`config.mk`:
```
export PLATFORM = sky130hd
export DESIGN_NAME = heightfield_vertex_encoder_flat
export DESIGN_NICKNAME = d
export VERILOG_FILES = /design/src/rtl/core/hve_pkg.sv /design/src/rtl/core/hve_if.sv /design/src/rtl/core/hve_mul.sv /design/src/rtl/core/hve_ctrl.sv /design/src/rtl/core/heightfield_vertex_encoder.sv /design/src/flat_wrapper.sv
export SDC_FILE = /design/constraint.sdc
export NUM_CORES = 2
export LEC_CHECK = 0
export BUFFER_PORTS_ARGS = -buffer_cell sky130_fd_sc_hd__buf_2
export CAP_MARGIN = 10
export CORE_UTILIZATION = 65
export CTS_CLUSTER_SIZE = 25
export DETAILED_ROUTE_END_ITERATION = 6
export GPL_TIMING_DRIVEN = 0
export PLACE_DENSITY = 0.89
export SYNTH_ARGS = -nofsm -noshare
export SYNTH_HDL_FRONTEND = slang
export SYNTH_SLANG_ARGS = --single-unit
```
`constraint.sdc`:
```
create_clock -name clk -period 16.3 [get_ports clk]
set_input_delay 0.815 -clock clk [delete_from_list [all_inputs] [get_ports clk]]
set_output_delay 0.815 -clock clk [all_outputs]
set_load 0.1 [all_outputs]
```
`src/rtl/core/hve_pkg.sv`:
```
`timescale 1ns / 1ps
// Types and constants shared by the heightfield vertex encoder.
// No dependencies; every other file of the block imports this package.
package hve_pkg;

  localparam int HEIGHT_W = 24;
  localparam int DIFF_W   = 25;
  localparam int CODE_W   = 16;
  localparam int REG_W    = 32;
  localparam int CFG_IDX_W = 8;
  localparam int NORM_W   = 15;

  localparam logic [CFG_IDX_W-1:0] CFG_HEIGHT_SCALE = 8'd0;
  localparam logic [CFG_IDX_W-1:0] CFG_SLOPE_SCALE  = 8'd1;

  localparam logic [REG_W-1:0] HEIGHT_SCALE_RST = 32'd16777216;
  localparam logic [REG_W-1:0] SLOPE_SCALE_RST  = 32'd32768;

  localparam logic [NORM_W-1:0] NORM_MAX  = 15'd32767;
  localparam logic [CODE_W-1:0] CODE_MAX  = 16'hFFFF;
  // Four times the square of the normal scale.
  localparam logic [REG_W-1:0]  FOUR_K2   = 32'd4294705156;
  localparam logic [3:0]        TOP_BIT   = 4'd14;

  typedef enum logic [3:0] {
    ST_IDLE, ST_HMUL, ST_HCODE, ST_NMAG, ST_NSQ, ST_ND2,
    ST_NT2, ST_NPLO, ST_NPHI, ST_NCMP, ST_NEND, ST_FIN
  } hve_state_t;

  typedef enum logic [2:0] {
    OP_HEIGHT, OP_SLOPE, OP_SQ_D, OP_SQ_T, OP_A_LO, OP_A_HI
  } hve_op_t;

  typedef struct packed {
    logic    in_ready;
    logic    load_in;
    hve_op_t op;
    logic    cap_hcode;
    logic    cap_sat;
    logic    cap_d2;
    logic    cap_tsq;
    logic    cap_plo;
    logic    cmp_step;
    logic    end_axis;
    logic    load_out;
  } hve_ctrl_t;

  typedef struct packed {
    logic in_valid;
    logic prod_sat;
    logic last_bit;
    logic axis;
    logic out_free;
  } hve_status_t;

endpackage

```
`src/rtl/core/hve_if.sv`:
```
`timescale 1ns / 1ps
// Channel interfaces of the heightfield vertex encoder: vertex, result, config.
// Depends on hve_pkg for field widths.
interface hve_vtx_if;
  import hve_pkg::*;
  logic                       valid;
  logic                       ready;
  logic signed [HEIGHT_W-1:0] center_height;
  logic signed [HEIGHT_W-1:0] left_height;
  logic signed [HEIGHT_W-1:0] right_height;
  logic signed [HEIGHT_W-1:0] up_height;
  logic signed [HEIGHT_W-1:0] down_height;
  logic                       first_vertex;
  modport source (output valid, center_height, left_height, right_height, up_height,
                  down_height, first_vertex, input ready);
  modport sink (input valid, center_height, left_height, right_height, up_height,
                down_height, first_vertex, output ready);
endinterface

interface hve_res_if;
  import hve_pkg::*;
  logic                       valid;
  logic                       ready;
  logic        [CODE_W-1:0]   height_code;
  logic signed [CODE_W-1:0]   normal_x;
  logic signed [CODE_W-1:0]   normal_y;
  logic signed [HEIGHT_W-1:0] sector_min_height;
  logic signed [HEIGHT_W-1:0] sector_max_height;
  modport source (output valid, height_code, normal_x, normal_y, sector_min_height,
                  sector_max_height, input ready);
  modport sink (input valid, height_code, normal_x, normal_y, sector_min_height,
                sector_max_height, output ready);
endinterface

interface hve_cfg_if;
  import hve_pkg::*;
  logic                 valid;
  logic                 ready;
  logic [CFG_IDX_W-1:0] index;
  logic [REG_W-1:0]     data;
  modport source (output valid, index, data, input ready);
  modport sink (input valid, index, data, output ready);
endinterface

```
`src/rtl/core/hve_mul.sv`:
```
`timescale 1ns / 1ps
// Shared 32 by 32 unsigned multiplier with a registered product.
// Uses hve_pkg for the operand width.
module hve_mul (
  input  logic                         clk,
  input  logic [hve_pkg::REG_W-1:0]    a,
  input  logic [hve_pkg::REG_W-1:0]    b,
  output logic [2*hve_pkg::REG_W-1:0]  prod
);
  import hve_pkg::*;

  always_ff @(posedge clk) begin
    prod <= {{REG_W{1'b0}}, a} * {{REG_W{1'b0}}, b};
  end

endmodule

```
`src/rtl/core/hve_ctrl.sv`:
```
`timescale 1ns / 1ps
// Sequencer of the encoder: steps the shared multiplier through the height
// product and the bitwise search of both normal terms. Uses hve_pkg.
module hve_ctrl (
  input  logic                 clk,
  input  logic                 rst,
  input  hve_pkg::hve_status_t status,
  output hve_pkg::hve_ctrl_t   ctrl
);
  import hve_pkg::*;

  hve_state_t state;
  hve_state_t state_next;

  always_ff @(posedge clk) begin
    if (rst) begin
      state <= ST_IDLE;
    end else begin
      state <= state_next;
    end
  end

  always_comb begin
    state_next = state;
    case (state)
      ST_IDLE:  if (status.in_valid) state_next = ST_HMUL;
      ST_HMUL:  state_next = ST_HCODE;
      ST_HCODE: state_next = ST_NMAG;
      ST_NMAG:  state_next = ST_NSQ;
      ST_NSQ:   state_next = status.prod_sat ? ST_NEND : ST_ND2;
      ST_ND2:   state_next = ST_NPLO;
      ST_NT2:   state_next = ST_NPLO;
      ST_NPLO:  state_next = ST_NPHI;
      ST_NPHI:  state_next = ST_NCMP;
      ST_NCMP:  state_next = status.last_bit ? ST_NEND : ST_NT2;
      ST_NEND:  state_next = status.axis ? ST_FIN : ST_NMAG;
      ST_FIN:   if (status.out_free) state_next = ST_IDLE;
      default:  state_next = ST_IDLE;
    endcase
  end

  always_comb begin
    ctrl = '0;
    ctrl.op = OP_HEIGHT;
    case (state)
      ST_IDLE: begin
        ctrl.in_ready = 1'b1;
        ctrl.load_in  = status.in_valid;
      end
      ST_HMUL:  ctrl.op = OP_HEIGHT;
      ST_HCODE: ctrl.cap_hcode = 1'b1;
      ST_NMAG:  ctrl.op = OP_SLOPE;
      ST_NSQ: begin
        ctrl.cap_sat = 1'b1;
        ctrl.op      = OP_SQ_D;
      end
      ST_ND2: begin
        ctrl.cap_d2 = 1'b1;
        ctrl.op     = OP_SQ_T;
      end
      ST_NT2: ctrl.op = OP_SQ_T;
      ST_NPLO: begin
        ctrl.cap_tsq = 1'b1;
        ctrl.op      = OP_A_LO;
      end
      ST_NPHI: begin
        ctrl.cap_plo = 1'b1;
        ctrl.op      = OP_A_HI;
      end
      ST_NCMP: ctrl.cmp_step = 1'b1;
      ST_NEND: ctrl.end_axis = 1'b1;
      ST_FIN:  ctrl.load_out = status.out_free;
      default: ctrl.op = OP_HEIGHT;
    endcase
  end

endmodule

```
`src/rtl/core/heightfield_vertex_encoder.sv`:
```
`timescale 1ns / 1ps
// Heightfield vertex encoder: height code, two normal terms and the sector
// height range for each vertex. Uses hve_pkg, hve_if, hve_mul and hve_ctrl.
//
// The vertex channel takes one beat holding the centre height, the four
// neighbour heights and the first-vertex flag. The result channel gives one
// beat per vertex with the height code, the two normal terms and the running
// minimum and maximum of the sector. The configuration channel is always
// ready and writes height_scale at index 0 and slope_scale at index 1; other
// indexes are ignored.
// All arithmetic runs through one 32 by 32 multiplier under a sequencer. Each
// normal term is found one bit at a time over 15 steps, each of which squares
// a candidate, forms the low and high products and compares; a saturated
// slope skips the search. The vertex channel is ready only while the
// sequencer is idle.
// The result sits in an output register; a new vertex is accepted while it
// waits, and a further result is held until the receiver takes the first.
// Reset restores the register defaults and clears the sector range to zero.
module heightfield_vertex_encoder (
  input  logic clk,
  input  logic rst,
  hve_vtx_if.sink   vtx,
  hve_res_if.source res,
  hve_cfg_if.sink   cfg
);
  import hve_pkg::*;

  hve_ctrl_t   ctrl;
  hve_status_t status;

  logic [REG_W-1:0]   height_scale;
  logic [REG_W-1:0]   slope_scale;
  logic signed [HEIGHT_W-1:0] ch;
  logic signed [DIFF_W-1:0]   dx;
  logic signed [DIFF_W-1:0]   dy;
  logic signed [HEIGHT_W-1:0] running_min;
  logic signed [HEIGHT_W-1:0] running_max;
  logic [CODE_W-1:0]  hcode;
  logic               axis;
  logic               sat;
  logic [2*REG_W-1:0] d2;
  logic [REG_W-1:0]   tsq;
  logic [2*REG_W-1:0] plo;
  logic [NORM_W-1:0]  m;
  logic [3:0]         bitn;
  logic [CODE_W-1:0]  nx;
  logic [CODE_W-1:0]  ny;
  logic               out_valid;

  logic [REG_W-1:0]   mul_a;
  logic [REG_W-1:0]   mul_b;
  logic [2*REG_W-1:0] prod;

  logic signed [DIFF_W-1:0] diff;
  logic [DIFF_W-1:0]  mag;
  logic [NORM_W-1:0]  cand;
  logic [CODE_W-1:0]  t;
  logic [REG_W-1:0]   a_coef;
  logic [95:0]        total;
  logic [95:0]        lhs;
  logic [48:0]        code_sum;
  logic [NORM_W-1:0]  nmag;
  logic [CODE_W-1:0]  nval;
  logic signed [HEIGHT_W-1:0] vc;

  hve_mul u_mul (.clk(clk), .a(mul_a), .b(mul_b), .prod(prod));
  hve_ctrl u_ctrl (.clk(clk), .rst(rst), .status(status), .ctrl(ctrl));

  assign diff   = axis ? dy : dx;
  assign mag    = diff[DIFF_W-1] ? DIFF_W'(-diff) : DIFF_W'(diff);
  assign cand   = m | (NORM_W'(1) << bitn);
  assign t      = {cand, 1'b0} - CODE_W'(1);
  assign a_coef = FOUR_K2 - ((ctrl.op == OP_A_LO) ? prod[REG_W-1:0] : tsq);
  assign total  = {prod, 32'd0} + {32'd0, plo};
  assign lhs    = {16'd0, tsq, 48'd0};
  assign code_sum = {1'b0, prod[REG_W-1:0], 16'd0} - {17'd0, prod[REG_W-1:0]}
                  + 49'h0_8000_0000;
  assign nmag   = sat ? NORM_MAX : m;
  assign nval   = diff[DIFF_W-1] ? CODE_W'(-{1'b0, nmag}) : {1'b0, nmag};
  assign vc     = vtx.center_height;

  always_comb begin
    mul_a = '0;
    mul_b = '0;
    case (ctrl.op)
      OP_HEIGHT: begin
        mul_a = (ch > 0) ? {9'd0, ch[HEIGHT_W-2:0]} : '0;
        mul_b = height_scale;
      end
      OP_SLOPE: begin
        mul_a = {7'd0, mag};
        mul_b = slope_scale;
      end
      OP_SQ_D: begin
        mul_a = prod[REG_W-1:0];
        mul_b = prod[REG_W-1:0];
      end
      OP_SQ_T: begin
        mul_a = {16'd0, t};
        mul_b = {16'd0, t};
      end
      OP_A_LO: begin
        mul_a = a_coef;
        mul_b = d2[REG_W-1:0];
      end
      OP_A_HI: begin
        mul_a = a_coef;
        mul_b = d2[2*REG_W-1:REG_W];
      end
      default: begin
        mul_a = '0;
        mul_b = '0;
      end
    endcase
  end

  assign status.in_valid = vtx.valid;
  assign status.prod_sat = (prod[2*REG_W-1:REG_W] != '0);
  assign status.last_bit = (bitn == '0);
  assign status.axis     = axis;
  assign status.out_free = !out_valid || res.ready;

  assign vtx.ready = ctrl.in_ready;
  assign cfg.ready = 1'b1;
  assign res.valid = out_valid;

  always_ff @(posedge clk) begin
    if (rst) begin
      height_scale <= HEIGHT_SCALE_RST;
      slope_scale  <= SLOPE_SCALE_RST;
    end else if (cfg.valid) begin
      if (cfg.index == CFG_HEIGHT_SCALE) begin
        height_scale <= cfg.data;
      end else if (cfg.index == CFG_SLOPE_SCALE) begin
        slope_scale <= cfg.data;
      end
    end
  end

  always_ff @(posedge clk) begin
    if (rst) begin
      running_min <= '0;
      running_max <= '0;
    end else if (ctrl.load_in) begin
      if (vtx.first_vertex) begin
        running_min <= vc;
        running_max <= vc;
      end else begin
        if (vc < running_min) running_min <= vc;
        if (vc > running_max) running_max <= vc;
      end
    end
  end

  always_ff @(posedge clk) begin
    if (rst) begin
      out_valid <= 1'b0;
    end else if (ctrl.load_out) begin
      out_valid <= 1'b1;
    end else if (res.ready) begin
      out_valid <= 1'b0;
    end
  end

  always_ff @(posedge clk) begin
    if (ctrl.load_in) begin
      ch   <= vc;
      dx   <= DIFF_W'(vtx.left_height) - DIFF_W'(vtx.right_height);
      dy   <= DIFF_W'(vtx.up_height) - DIFF_W'(vtx.down_height);
      axis <= 1'b0;
    end
    if (ctrl.cap_hcode) begin
      if (ch <= 0) begin
        hcode <= '0;
      end else if (prod[2*REG_W-1:REG_W] != '0) begin
        hcode <= CODE_MAX;
      end else begin
        hcode <= code_sum[47:32];
      end
    end
    if (ctrl.cap_sat) begin
      sat  <= status.prod_sat;
      m    <= '0;
      bitn <= TOP_BIT;
    end
    if (ctrl.cap_d2) d2 <= prod;
    if (ctrl.cap_tsq) tsq <= prod[REG_W-1:0];
    if (ctrl.cap_plo) plo <= prod;
    if (ctrl.cmp_step) begin
      if (lhs <= total) m <= cand;
      if (bitn != '0) bitn <= bitn - 4'd1;
    end
    if (ctrl.end_axis) begin
      if (axis) begin
        ny <= nval;
      end else begin
        nx <= nval;
      end
      axis <= ~axis;
    end
    if (ctrl.load_out) begin
      res.height_code       <= hcode;
      res.normal_x          <= nx;
      res.normal_y          <= ny;
      res.sector_min_height <= running_min;
      res.sector_max_height <= running_max;
    end
  end

endmodule

```
`src/flat_wrapper.sv`:
```
// flat-port wrapper written by rule: the top's interface ports become plain ports
module heightfield_vertex_encoder_flat import hve_pkg::*;
  (clk, rst, vtx_valid, vtx_center_height, vtx_left_height, vtx_right_height, vtx_up_height, vtx_down_height, vtx_first_vertex, vtx_ready, res_valid, res_height_code, res_normal_x, res_normal_y, res_sector_min_height, res_sector_max_height, res_ready, cfg_valid, cfg_index, cfg_data, cfg_ready);
  hve_vtx_if vtx_i ();
  hve_res_if res_i ();
  hve_cfg_if cfg_i ();
  input  logic clk;
  input  logic rst;
  input wire logic [$bits(vtx_i.valid)-1:0] vtx_valid;
  input wire logic [$bits(vtx_i.center_height)-1:0] vtx_center_height;
  input wire logic [$bits(vtx_i.left_height)-1:0] vtx_left_height;
  input wire logic [$bits(vtx_i.right_height)-1:0] vtx_right_height;
  input wire logic [$bits(vtx_i.up_height)-1:0] vtx_up_height;
  input wire logic [$bits(vtx_i.down_height)-1:0] vtx_down_height;
  input wire logic [$bits(vtx_i.first_vertex)-1:0] vtx_first_vertex;
  output wire logic [$bits(vtx_i.ready)-1:0] vtx_ready;
  output wire logic [$bits(res_i.valid)-1:0] res_valid;
  output wire logic [$bits(res_i.height_code)-1:0] res_height_code;
  output wire logic [$bits(res_i.normal_x)-1:0] res_normal_x;
  output wire logic [$bits(res_i.normal_y)-1:0] res_normal_y;
  output wire logic [$bits(res_i.sector_min_height)-1:0] res_sector_min_height;
  output wire logic [$bits(res_i.sector_max_height)-1:0] res_sector_max_height;
  input wire logic [$bits(res_i.ready)-1:0] res_ready;
  input wire logic [$bits(cfg_i.valid)-1:0] cfg_valid;
  input wire logic [$bits(cfg_i.index)-1:0] cfg_index;
  input wire logic [$bits(cfg_i.data)-1:0] cfg_data;
  output wire logic [$bits(cfg_i.ready)-1:0] cfg_ready;
  assign vtx_i.valid = vtx_valid;
  assign vtx_i.center_height = vtx_center_height;
  assign vtx_i.left_height = vtx_left_height;
  assign vtx_i.right_height = vtx_right_height;
  assign vtx_i.up_height = vtx_up_height;
  assign vtx_i.down_height = vtx_down_height;
  assign vtx_i.first_vertex = vtx_first_vertex;
  assign vtx_ready = vtx_i.ready;
  assign res_valid = res_i.valid;
  assign res_height_code = res_i.height_code;
  assign res_normal_x = res_i.normal_x;
  assign res_normal_y = res_i.normal_y;
  assign res_sector_min_height = res_i.sector_min_height;
  assign res_sector_max_height = res_i.sector_max_height;
  assign res_i.ready = res_ready;
  assign cfg_i.valid = cfg_valid;
  assign cfg_i.index = cfg_index;
  assign cfg_i.data = cfg_data;
  assign cfg_ready = cfg_i.ready;
  heightfield_vertex_encoder u_core (.clk(clk), .rst(rst), .vtx(vtx_i), .res(res_i), .cfg(cfg_i));
endmodule
```
* Word-level counts from Yosys, hierarchy flattened
Cells that the tools add are included.
** Storage, ports and cells
- Input port bits :: 166
- Register bits :: 580
- Word-level logic and storage cells :: 124
- Output and inout port bits :: 99
** Operators by class
- Reduce and logical (&&, ||, !) cells :: 21
- Magnitude comparators :: 5
- Muxes and demuxes :: 39
- Shifts and indexed selects :: 1
- Multipliers :: 1
- Equal/unequal tests :: 19
- Bitwise logic cells :: 3
- $add $sub $neg :: 10
** Operators by type and width (number)
- 32-bit case mux with 6 select lines :: 1
- 32-bit case mux with 5 select lines :: 1
- 96-bit by 64-bit adder with 96-bit output :: 1
- 80-bit by 96-bit less-or-equal comparator with 1-bit output :: 1
- 24-bit two-way mux :: 4
- 32-bit by 32-bit multiplier with 64-bit output :: 1
- 15-bit two-way mux :: 4
- 25-bit two-way mux :: 2
- 24-bit by 24-bit subtractor with 25-bit output :: 2
- 48-bit by 32-bit adder with 48-bit output, second input constant :: 1
- 48-bit by 32-bit subtractor with 48-bit output :: 1
- 4-bit case mux with 11 select lines :: 1
- 16-bit two-way mux :: 2
- 32-bit two-way mux :: 1
- 4-bit two-way mux :: 8
- 32-bit nonzero test :: 1
- 32-bit subtractor, first input constant :: 1
- 25-bit negation :: 1
- 24-bit by 1-bit greater-than comparator with 1-bit output, second input constant :: 1
- 24-bit greater-than comparator :: 1
- 24-bit by 1-bit less-or-equal comparator with 1-bit output, second input constant :: 1
- 24-bit < comparator :: 1
- 23-bit two-way mux :: 1
- 4-bit by 3-bit == test with 1-bit output, second input constant :: 4
- 27 further kinds :: 56

* Longest topological paths before layout
- Depth in word-level cells :: 8
- Mapped depth :: 51
- Mapped depth without buffers :: 43

* By module
From an unflattened synthesis, not the netlist that was laid out.
** Second synthesis, totals
- Cells, all modules :: 6611
- Area total of the unflattened synthesis :: 64259.1 um2
** Modules (own cells, without submodules)
- hve_mul :: cells an instance 3790, area an instance 35014.8 um2, times used 1, seq. area each 1281.2 um2
- heightfield_vertex_encoder :: cells an instance 2767, area an instance 28775.1 um2, times used 1, seq. area each 14053.5 um2
- hve_ctrl :: cells an instance 54, area an instance 469.2 um2, times used 1, seq. area each 80.1 um2

* Worst setup path after synthesis
OpenSTA, ideal clock, no wires.
- Path kind :: reg2reg
- From :: register u_core.u_ctrl.state[0]
- To :: register u_core.u_mul.prod[63] (netlist bit)
- Path buffers :: 5
- Setup slack :: 4723 ps
- Clock period less this slack :: 11577 ps
- Cell stages (with the launch flop) :: 37
- Data arrival time :: 11505 ps
- Required time :: 16228 ps
- Setup time :: 72 ps
- Cells stage by stage :: dfxtp_1 buf_2 nor2b_1 nand2_1 inv_1 clkbuf_1 buf_1 clkbuf_1 nand2_1 nand3_1 buf_2 nand2_1 fa_1 fa_1 inv_1 fa_1 inv_1 fa_1 inv_1 fa_1 fa_1 fa_1 inv_1 fa_1 inv_1 ha_1 a21o_1 a31oi_1 o21ai_0 or4b_1 a211oi_1 o21ai_1 o21ai_1 a21oi_1 a2111o_1 a21oi_1 xnor2_1
** Between the ends
- Longest elaborated chain between the ends :: 8
- Elaborated cells between the ends (all ways) :: 20
- Those cells by class :: add/sub (1); mul (1); eq/ne (11); mux (4); reduce/logical (3)
** RTL lines
- from (decl) :: line hve_ctrl.sv:12 : hve_state_t state;
- from (signal assigned) :: line hve_ctrl.sv:19 : state <= state_next;
- 4-bit by 3-bit == test with 1-bit output :: line hve_ctrl.sv:45 : case (state)
- 2-bit OR reduction (no source line)
- 3-bit case mux with 5 select lines * :: line hve_ctrl.sv:45
- 3-bit == test :: line heightfield_vertex_encoder.sv:73, heightfield_vertex_encoder.sv:85
- 32-bit two-way mux :: line heightfield_vertex_encoder.sv:73 : assign a_coef = FOUR_K2 - ((ctrl.op == OP_A_LO) ? prod[REG_W-1:0] : tsq);
- 32-bit subtractor :: line heightfield_vertex_encoder.sv:73
- 32-bit case mux with 5 select lines :: line heightfield_vertex_encoder.sv:85 : case (ctrl.op)
- 32-bit by 32-bit multiplier with 64-bit output * :: line hve_mul.sv:13 : prod <= {{REG_W{1'b0}}, a} * {{REG_W{1'b0}}, b};
- to (signal assigned) :: line hve_mul.sv:13
- to (decl) :: line hve_mul.sv:8 : output logic [2*hve_pkg::REG_W-1:0] prod
Every way passes the cells marked *; elsewhere a longest branch is shown, timed or not.
A chain may end at the register's enable or synchronous reset.

* Worst setup path in the final report
- From :: register u_core.u_ctrl.state[3]
- To :: register u_core.u_mul.prod[63] (netlist bit)
The elaborated chain is that of the path after synthesis.

==> run_results.csv <==
group,metric,value,unit
cts,cts.repair.resized,0,
floorplanning,start_util,65.74,%
power_and_ir_drop,p_per_area,73.93,nW/µm²
detailed_routing,vias_per_cell,6.476,
timing,hold_viol_final,0,
global_routing,grtUsageMet3,19.24,%
critical_path,critPathKind,"register to register",
critical_path,critPathMaxStageDelay,0.86,ns
global_routing,grt_pass1_wl,341.9,mm
floorplanning,die_width,312.4,µm
detailed_routing,wirelength,236.0,mm
global_routing,track_usage,48.55,%
critical_path,r2r-start,"u_core.u_ctrl.state[3]$_SDFFE_PP0P_",
synthesis,syn-cell-area,62640,µm²
synthesis,syn-num-nets,8246,
global_routing,grt_use_met1,63.70,%
cts,clock-sinks,580,
synthesis,synth_flop_cell,"edfxtp_1",
min_path,min_path_cells,0,
layout,area_delta_synth_final,8.291,%
timing,grt_setup_unrepaired,"false",
global_routing,grt_start_max_net_pins,51,
detailed_routing,first_pass_iters,7,
timing,skew,0.02038,ns
synthesis,avgSynthCellArea,9.344,µm²
global_routing,busiest_layer,"met2",
critical_path,worstPathMaxFanout,10,
synthesis,synth_edf_count,380,
synthesis,synthesis.instances,6704,
critical_path,ff2ff_path_depth,46,
cts,cts_buffer_depth,3,
critical_path,required,16.82,ns
timing,setup_viol,0,
power_and_ir_drop,peakVddDrop,70.09,µV
min_path,hold_class,"register to register",
floorplanning,die-height,312.4,µm
global_routing,grt_pass1_vias,53609,
power_and_ir_drop,p_leak,31.36,nW
layout,regArea,15410,µm²
timing,drv_slew,6,
detailed_routing,drc_errors,6,
timing,worstMarginPinSlew,1.548,ns
run_status,violations,"design-rule violations, max-capacitance violations, max-slew violations",
floorplanning,die_area,97620,µm²
layout,nFillCells,7186,
global_routing,antenna_found_initial,22,
synthesis,ys_warn_count,0,
min_path,hold_start,"u_core.ny[12]$_DFFE_PP_",
cts,cts_buffers,51,
layout,final_nets,8596,
placed_design,gp_congestion,1.131,
detailed_routing,post_drt_wl_per_cell,28.17,µm
cts,hold_buffers,0,
detailed_routing,ant_nets,0,
floorplanning,rows,113,
placed_design,place_hpwl,192.4,mm
layout,multiInputGateArea,41890,µm²
detailed_routing,drtIter0Drc,8508,
critical_path,timing.rr.end,"u_core.u_mul.prod[63]$_DFF_P_",
detailed_routing,dr_total_vias,54235,
global_routing,grt_overflow_total,0,
critical_path,cp_common_cell,"fa_1",
flow_run,maxCapViolCount,1,
timing,holdWs,0.4225,ns
critical_path,worstPathArrival,16.41,ns
global_routing,grt_util_met2,68.13,%
layout,finish.instance_area,67840,µm²
cts,htreeDepth,2,
layout,final_util,71.19,%
placed_design,portBuffers,262,
critical_path,cp-start-kind,"register",
timing,tns,0,ns
timing,period_share,97.48,%
synthesis,async_reset_ff_share,0,%
min_path,hold_end,"u_core.res.normal_y[12]$_DFFE_PP_",
floorplanning,io_pins,265,
run_status,status,"finished with violations",
synthesis,synth_seq_area_share,24.61,%
cts,cts.reportedPaths.clkPinSlew,0.07,ns
critical_path,crit_path_top_delay_cell,"or4b_1",
layout,drive_gt1_share,6.667,%
timing,fmax,62.94,MHz
synthesis,synth_cell_types,94,
critical_path,cp-end-kind,"register",
timing,period_needed,15.89,ns
synthesis,ys_seq_elements,580,
cts,insertion_delay,0.59,ns
timing,max_slew_margin,-3.175,%
floorplanning,core_area,95290,µm²
placed_design,dpl_cell_area,66130,µm²
cts,cts_root_buffer,"clkbuf_16",
critical_path,r2r_slack,0.41,ns
cts,tritoncts,"yes",
==> power by group <==
part | leakage [nW] | switching, mW | internal, mW
Sequential | 5.10 | 0.226 | 1.68
Clock | 0.821 | 0.576 | 0.661
Combinational | 25.4 | 1.25 | 0.625
==> through the flow <==
stage / setup WS (ns) / power, mW / std cells
2_1_floorplan: 4.723 / 2.927 / 6704
5_1_grt: 0.1282 / 5.148 / 8363
3_3_place_gp: 0.1437 / 3.594 / 8231
6_report: 0.4107 / 5.015 / 8375
4_1_cts: 0.9871 / 4.888 / 8361
3_5_place_dp: 1.074 / 3.675 / 8267
==> metal layers <==
metal / vias to the layer above / share of wire, %
met4: 14 / 7.4
met5: - / 0.038
met3: 997 / 17
met1: 26419 / 35
li1: 22291 / -
met2: 4514 / 40
==> registers in the layout, indices dropped and copies added, names as in the netlist, 25 cells and up <==
name                 flops
u_core.height_scale     32
u_core.dx               25
u_core.d2               64
u_core.slope_scale      32
u_core.plo              64
u_core.dy               25
u_core.tsq              32
u_core.u_mul.prod       64
==> worst max path at each step <==
stage / from / to / slack (ns)
after floorplan: u_core.u_ctrl.state[0]$_SDFFE_PP0P_ / u_core.u_mul.prod[63]$_DFF_P_ / 4.72
after global placement: u_core.u_ctrl.state[0]$_SDFFE_PP0P_ / u_core.u_mul.prod[63]$_DFF_P_ / 0.14
after detailed placement: u_core.u_ctrl.state[1]$_SDFFE_PP0P_ / u_core.u_mul.prod[63]$_DFF_P_ / 1.07
after CTS: u_core.u_ctrl.state[1]$_SDFFE_PP0P_ / u_core.u_mul.prod[63]$_DFF_P_ / 0.99
after global routing: u_core.u_ctrl.state[3]$_SDFFE_PP0P_ / u_core.u_mul.prod[63]$_DFF_P_ / 0.13
final: u_core.u_ctrl.state[3]$_SDFFE_PP0P_ / u_core.u_mul.prod[63]$_DFF_P_ / 0.41
==> critical path: cells and delay by family, from the launching register on <==
family,cells,cell delay [ns]
AO/OA/AOI/OAI,14,3.87
flip-flops,1,0.45
adder cells (fa/ha/maj),10,4.49
XOR/XNOR,2,0.22
AND/OR/NAND/NOR,9,3.06
buffers and inverters,11,3.70
==> cell usage after synthesis (all sizes together) (8+ instances only) <==
library cell  number  area, µm²
a31oi             45      281.5
ha               477       5968
xnor2            148       1296
a2111oi            8      83.83
nor3b              8      60.06
mux2i             82      820.8
fa               899      18000
nand3             79      400.4
and2              40      250.2
edfxtp           380      11410
nand2            865       3247
a21oi            289       1446
nor3              79      415.4
buf               33      158.9
a221o             13      130.1
a211o             18      157.7
a21o              93      698.2
nor2b             39      251.5
and3              35      219.0
dfxtp            200       4004
o21ai            168      885.9
a22oi             34      255.2
or4                9      75.07
o21a              39      292.8
nand2b            69      431.7
o211ai            16      120.1
nand4             62      394.1
clkbuf           258      968.4
inv             1163       4365
o21bai            17      127.6
a222oi            11      110.1
and4              14      122.6
o311ai             8      70.07
or2                9      56.30
a211oi            32      245.2
xor2              78      683.2
nor2             701       2631
o31ai             22      170.2
or3               19      118.9
nor4              33      212.7
a221oi            21      183.9
==> logic make-up (layout without fill, tap and decap cells) <==
group	Yosys count	in the layout	share of synthesized area, %
and+or+nand+nor	2083	2083	14.51
buffers and inverters	1454	1845	8.768
adders and majority gates	1376	1376	38.26
AOI/OAI and AO/OA	897	897	9.288
DFF	580	580	24.61
xor gates and xnor gates	226	226	3.160
muxes	87	87	1.406
other	1	16	0.005986
==> layout make-up <==
type	instances	share of cell area (%)
antenna	15	0.05533
timing repair buffer	298	2.582
clock buffer	62	2.110
tap	1265	2.333
buffer	290	1.664
sequential	580	22.72
inverter	1163	6.435
multi-input combinational	4670	61.74
clock inverter	32	0.3541
==> repair_timing <==
action / CTS / global route
hold endpoints to repair: 0 / 0
buffers inserted: 0 / 0
setup endpoints to repair: 0 / 1
==> placed cells by master (no fill, tap or decap), types with 16 or more instances in the layout <==
| cell | instances |
|---|---|
| ha_1 | 477 |
| a22oi_1 | 34 |
| nand3_1 | 78 |
| nand2_1 | 865 |
| clkbuf_16 | 54 |
| inv_1 | 1161 |
| a211oi_1 | 25 |
| fa_1 | 899 |
| and2_1 | 40 |
| nor4_1 | 32 |
| o211ai_1 | 16 |
| nor3_1 | 72 |
| mux2i_1 | 82 |
| or3_1 | 19 |
| o31ai_1 | 21 |
| edfxtp_1 | 380 |
| and3_1 | 35 |
| xor2_1 | 78 |
| nor2b_1 | 37 |
| a211o_1 | 18 |
| nand2b_1 | 69 |
| o21a_1 | 39 |
| xnor2_1 | 148 |
| a21oi_1 | 289 |
| a21o_1 | 93 |
| buf_2 | 285 |
| o21bai_1 | 17 |
| a31oi_1 | 45 |
| dfxtp_1 | 200 |
| nand4_1 | 61 |
| o21ai_0 | 144 |
| clkbuf_1 | 258 |
| nor2_1 | 700 |
Note: power is estimated with default switching activity, not from simulation.
